--- src/rtl/rfb_pkg.sv ---
package rfb_pkg;

  localparam int unsigned H_BITS_DEF = 8;
  localparam int unsigned V_BITS_DEF = 7;

  typedef enum logic [2:0] {
    OP_PIXEL = 3'd0,
    OP_RECT  = 3'd1,
    OP_FILL  = 3'd2,
    OP_SWAP  = 3'd3,
    OP_READ  = 3'd4
  } opcode_e;

  typedef struct packed {
    logic [2:0]  opcode;
    logic [15:0] pos_x;
    logic [15:0] pos_y;
    logic [15:0] rect_width;
    logic [15:0] rect_height;
    logic [31:0] color_in;
  } cmd_t;

  typedef struct packed {
    logic        accepted;
    logic [15:0] read_pixel;
  } res_t;

  typedef struct packed {
    logic load;
    logic decide;
    logic fill_setup;
    logic wr_en;
    logic step;
    logic rd_en;
    logic swap;
  } dp_ctrl_t;

  typedef struct packed {
    opcode_e op;
    logic    ok;
    logic    empty;
    logic    last;
  } dp_status_t;

endpackage

--- src/rtl/rfb_ctrl.sv ---
module rfb_ctrl (
  input  logic                 clk_i,
  input  logic                 rst_ni,
  input  logic                 start_i,
  input  rfb_pkg::dp_status_t  status_i,
  output rfb_pkg::dp_ctrl_t    ctrl_o,
  output logic                 busy_o,
  output logic                 done_o
);
  import rfb_pkg::*;

  typedef enum logic [3:0] {
    ST_IDLE   = 4'b0001,
    ST_DECODE = 4'b0010,
    ST_WALK   = 4'b0100,
    ST_DONE   = 4'b1000
  } state_e;

  state_e state_q, state_d;

  always_comb begin
    state_d = state_q;
    ctrl_o  = '0;
    unique case (state_q)
      ST_IDLE: begin
        if (start_i) begin
          ctrl_o.load = 1'b1;
          state_d     = ST_DECODE;
        end
      end
      ST_DECODE: begin
        ctrl_o.decide = 1'b1;
        state_d       = ST_DONE;
        unique case (status_i.op)
          OP_PIXEL: ctrl_o.wr_en = status_i.ok;
          OP_RECT: begin
            if (status_i.ok && !status_i.empty) begin
              state_d = ST_WALK;
            end
          end
          OP_FILL: begin
            ctrl_o.fill_setup = 1'b1;
            state_d           = ST_WALK;
          end
          OP_SWAP:  ctrl_o.swap  = 1'b1;
          OP_READ:  ctrl_o.rd_en = status_i.ok;
          default: ;
        endcase
      end
      ST_WALK: begin
        ctrl_o.wr_en = 1'b1;
        ctrl_o.step  = 1'b1;
        if (status_i.last) begin
          state_d = ST_DONE;
          if (status_i.op == OP_FILL) begin
            ctrl_o.swap = 1'b1;
          end
        end
      end
      ST_DONE: state_d = ST_IDLE;
      default: state_d = ST_IDLE;
    endcase
  end

  always_ff @(posedge clk_i or negedge rst_ni) begin
    if (!rst_ni) begin
      state_q <= ST_IDLE;
    end else begin
      state_q <= state_d;
    end
  end

  assign busy_o = (state_q != ST_IDLE);
  assign done_o = (state_q == ST_DONE);

endmodule

--- config.mk ---
export PLATFORM = sky130hd
export DESIGN_NAME = rfb_ctrl
export DESIGN_NICKNAME = d
export VERILOG_FILES = /design/src/rtl/rfb_pkg.sv /design/src/rtl/rfb_ctrl.sv
export SDC_FILE = /design/constraint.sdc
export NUM_CORES = 1
export LEC_CHECK = 0
export BUFFER_PORTS_ARGS = -buffer_cell sky130_fd_sc_hd__buf_4
export CORE_AREA = 2 2 39 41
export DETAILED_ROUTE_END_ITERATION = 16
export DIE_AREA = 0 0 41 43
export GPL_ROUTABILITY_DRIVEN = 0
export HOLD_SLACK_MARGIN = 0.1
export PLACE_DENSITY = 0.49
export REMOVE_ABC_BUFFERS = 1
export SLEW_MARGIN = 25
export SYNTH_ARGS = -nofsm -noshare
export SYNTH_HDL_FRONTEND = slang
export SYNTH_SLANG_ARGS = --single-unit
--- constraint.sdc ---
create_clock -name clk_i -period 1.3 [get_ports clk_i]
set_input_delay 0.26 -clock clk_i [delete_from_list [all_inputs] [get_ports clk_i]]
set_output_delay 0.26 -clock clk_i [all_outputs]
set_load 0.01 [all_outputs]
# Yosys cells after proc, flatten, opt, wreduce, memory -nomap -nowiden
# Index checks and enable logic that the tools add are counted.
# W data, S select, Z words.
[totals] ff_bits=4 latchBits=0 mem_bits_rw=0 romBits=0 in_bits=9 output_inout_bits=9 word_cells=33 memories=0
[classes] add_sub_neg=0 mul=0 div_mod_pow=0 magnitude_cmp=0 n_eq_ne=11 shift=0 n_mux=17 n_bitwise=0 n_reduce_logical=4
[ops] operator="$mux W4" count=3
[ops] operator="$pmux W4 S3" count=1
[ops] operator="$mux W1" count=9
[ops] operator="$pmux W4 S2" count=1
[ops] operator="$eq A3 B2 Y1 const B" count=2
[ops] operator="$eq A4 B1 Y1 const B" count=1
[ops] operator="$eq A4 B2 Y1 const B" count=1
[ops] operator="$eq A4 B3 Y1 const B" count=1
[ops] operator="$eq A4 B4 Y1 const B" count=1
[ops] operator="$ne A2 B2 Y1 const B" count=2
[ops] operator="$ne A4 B1 Y1 const B" count=1
[ops] operator="$pmux W1 S2" count=2
[ops] operator="$eq A3 B1 Y1 const B" count=1
[ops] operator="$eq A3 B3 Y1 const B" count=1
[ops] operator="$logic_not A3 Y1" count=1
[ops] operator="$mux W2" count=1
[ops] operator="$reduce_and A2 Y1" count=1
[ops] operator="$logic_and A1 B1 Y1" count=1
[ops] operator="$logic_not A1 Y1" count=1

# Longest topological paths before layout
[depth] ltp_word=5 ltp_mapped=5 ltp_nobuf=5

# Worst setup path after synthesis
# OpenSTA, ideal clock, no wires.
[synth_timing] path_type="flip-flop to output port" from="register state_q[3]" to="output port ctrl_o[0] (netlist name)" arrival_ns=1.187 required_time_ns=1.040 setup_slack_ns=-0.147 stages_incl_launch_ff=6 path_buffers=0 cell_sequence="dfrtp_1 nor2_1 nand3b_1 inv_2 a22oi_1 nor3b_1"
[synth_lines] item="start, declared" line="rfb_ctrl.sv:19" source="state_e state_q, state_d;"
[synth_lines] item="start signal, assigned" line="rfb_ctrl.sv:69" source="state_q <= state_d;"
[synth_lines] item="end, declared" line="rfb_ctrl.sv:6" source="output rfb_pkg::dp_ctrl_t ctrl_o,"

==> qor.csv <==
stage;metric;value;unit
cts;cts_root_buffer;clkbuf_4;
job;timing.max_cap.violations;0;
timing;tns;-3200;ps
hold_path;hold_path_class;in2reg;
power_and_ir_drop;clock_power_share;20.3;%
floorplan;die_area;1760;um^2
placed_design;dp_slack;-214;ps
layout;fill_cells;150;
layout;multi_input_area;196;um^2
routing;route.vias.total;350;
setup_path;crit_type;reg2out;
power_and_ir_drop;power.leakage;0.300;nW
hold_path;whs_path_depth;2;
global_route;gr-usage-all-layers;10.5;%
logic_synthesis;synth_warnings;0;
layout;utilization;43.2;%
timing;fin_crit_sh;135;%
timing;fin_ws;-460;ps
run_status;violations;negative setup slack;
placed_design;dpl.hpwl;653;um
routing;drt-pass1-iter-count;2;
logic_synthesis;synth_cell_types;19;
logic_synthesis;synth_cells;28;
global_route;grt_first_pass_wirelength;1260;um
global_route;grt_pass1_vias;332;
hold_path;min_from;status_i[0];
cts;h-tree-depth;1;
setup_path;worst-path-max-fanout;3;
timing;skew;2.85;ps
setup_path;regToRegSetupSlack;-160;ps
cts;cts_buffer_depth;2;
routing;drt_iter0_markers;3;
power_and_ir_drop;comb_power_share;55.1;%
logic_synthesis;seq_area_frac_synth;37.9;%
timing;hold_viol;0;
global_route;antenna_found_initial;0;
power_and_ir_drop;finalPower;818;uW
timing;period_minus_slack;1760;ps
layout;seq_area;101;um^2
floorplan;core-area;1380;um^2
setup_path;r2r_start;state_q[0];
logic_synthesis;synthTopCellsByArea;dfrtp_1, dfstp_2, nor4b_1, nand3b_1, or4b_4;
timing;tightest_slew;281;ps
timing;slew_headroom;81.0;%
timing;slew_viol_final;0;
setup_path;cp.required;1040;ps
logic_synthesis;yosysTopAreaCellShare;28.0;%
power_and_ir_drop;p_int;559;uW
timing;finalSetupViolations;11;
cts;cts_tree;built;
hold_path;hold_end;state_q[2];
power_and_ir_drop;p_sw_share;31.7;%
cts;clkTransAtPathRegs;40;ps
cts;cts_made_buffers;3;
floorplan;start_util;19.3;%
setup_path;cp-end-kind;output pin;
power_and_ir_drop;peakVddDrop;0.550;mV
routing;routed_wl;858;um
layout;regMostFlops;state_q;
logic_synthesis;yosys.area.top_type;dfrtp_1;
layout;top_regs;state_q (4);
layout;largest_register_ffs;4;
power_and_ir_drop;p_seq_share;24.6;%
floorplan;die_h;43;um
power_and_ir_drop;power.density;1370;nW/um^2
routing;drc;0;
floorplan;ios;18;
logic_synthesis;syn_area_per_cell;9.56;um^2
cts;clk_latency;230;ps
floorplan;die_w;41;um
layout;stdcell_area;598;um^2
setup_path;critPathLaunchType;flop;
placed_design;io_buffers;17;
layout;diodes;0;
timing;fmax;568;MHz
power_and_ir_drop;switching_power;259;uW
layout;final_nets;70;
run_status;run_status;finished with violations;
placed_design;place_area;468;um^2
setup_path;crit_arrival;1500;ps
logic_synthesis;ys_ff_latch;4;
routing;wire_per_inst;11.3;um
layout;area_growth;123;%
cts;numClockSinks;4;
floorplan;rows;14;
global_route;overflow;0;
setup_path;crit_start;state_q[0];
setup_path;reg2reg_to;state_q[3];
routing;ant_nets;0;
layout;drive_above_1_share;70.0;%
routing;via_per_inst;4.61;
timing;rsz0062_at_grt;yes;
logic_synthesis;synth.cell_area;268;um^2
global_route;grt_max_degree;7;
setup_path;reg2regPathDepth;7;
## worst max-delay path: stages (launching register included)
cell and delay, ps:
dfstp_2 540, or4b_4 500, nor2_4 110, buf_4 120
## synthesized netlist by cell type
| master | instances |
|---|---|
| nor2_4 | 1 |
| dfrtp_1 | 3 |
| o41ai_1 | 1 |
| dfstp_2 | 1 |
| inv_2 | 1 |
| nor3_1 | 2 |
| a22oi_1 | 1 |
| or4b_4 | 1 |
| nand2b_1 | 2 |
| a21o_1 | 1 |
| nor2b_1 | 1 |
| nand3b_1 | 2 |
| o31a_1 | 1 |
| a22o_1 | 1 |
| nor4b_1 | 2 |
| nor3b_1 | 1 |
| nor2_1 | 2 |
| o32ai_1 | 1 |
| inv_1 | 3 |
## through the flow
step           hold WS, ps  cells
4_1_cts                232     74
5_1_grt                237     76
3_5_place_dp          57.9     68
2_1_floorplan        -35.6     28
6_report               233     76
3_3_place_gp          58.3     68
## power by group through the flow
stage / registers (mW) / clock network, mW / logic (mW)
floorplan: 0.191 / 0 / 0.168
global placement: 0.200 / 0 / 0.351
detailed placement: 0.200 / 0 / 0.349
CTS: 0.198 / 0.176 / 0.382
global route: 0.210 / 0.181 / 0.478
finish: 0.201 / 0.166 / 0.450
## routing by layer
layer  track usage (%)  vias to the layer above  share of wire, %
li1                  -                      171                 -
met1              11.4                      159                40
met2              16.9                       20                50
met3              3.14                        0                10
met4              6.00                        0                 0
met5                 0                        -                 0
## how the worst max path moves through the flow
| stage | end | cells past startpoint |
|---|---|---|
| final | ctrl_o[6] | 3 |
| after global routing | ctrl_o[0] | 7 |
| after global placement | ctrl_o[6] | 3 |
| after CTS | ctrl_o[0] | 6 |
| after detailed placement | ctrl_o[6] | 3 |
| after floorplan | ctrl_o[0] | 5 |
## kinds of logic (layout without fill, tap and decap cells)
logic type,after synthesis,in the layout,share of synthesized area (%)
buffers and inverters,4,36,5.61
AO/OA/AOI/OAI,6,6,18.7
AND/OR/NAND/NOR,14,14,37.9
flip-flops,4,4,37.9
## layout by cell type, fill, tap and decap left out, types with 2 or more instances in the layout
master	instances
buf_4	20
clkbuf_4	3
inv_2	2
nand2b_1	2
buf_6	7
dfrtp_1	3
inv_1	2
nand3b_1	2
## what timing repair did
action | CTS | global route
setup buffers | 1 | 2
endpoints found under the hold margin | 4 | 0
hold buffers | 1 | 0
pin swaps | 2 | 2
setup endpoints to repair | 11 | 12
resized for setup | 7 | 9
## layout make-up
type,instances,share of cell area [%]
inverters,4,2.51
clock buffers,4,4.39
repair buffers,28,40.0
multi-input cells,20,32.8
flip-flops and latches,4,16.9
well taps,16,3.35
No activity file was read; power rests on OpenSTA's default activity.
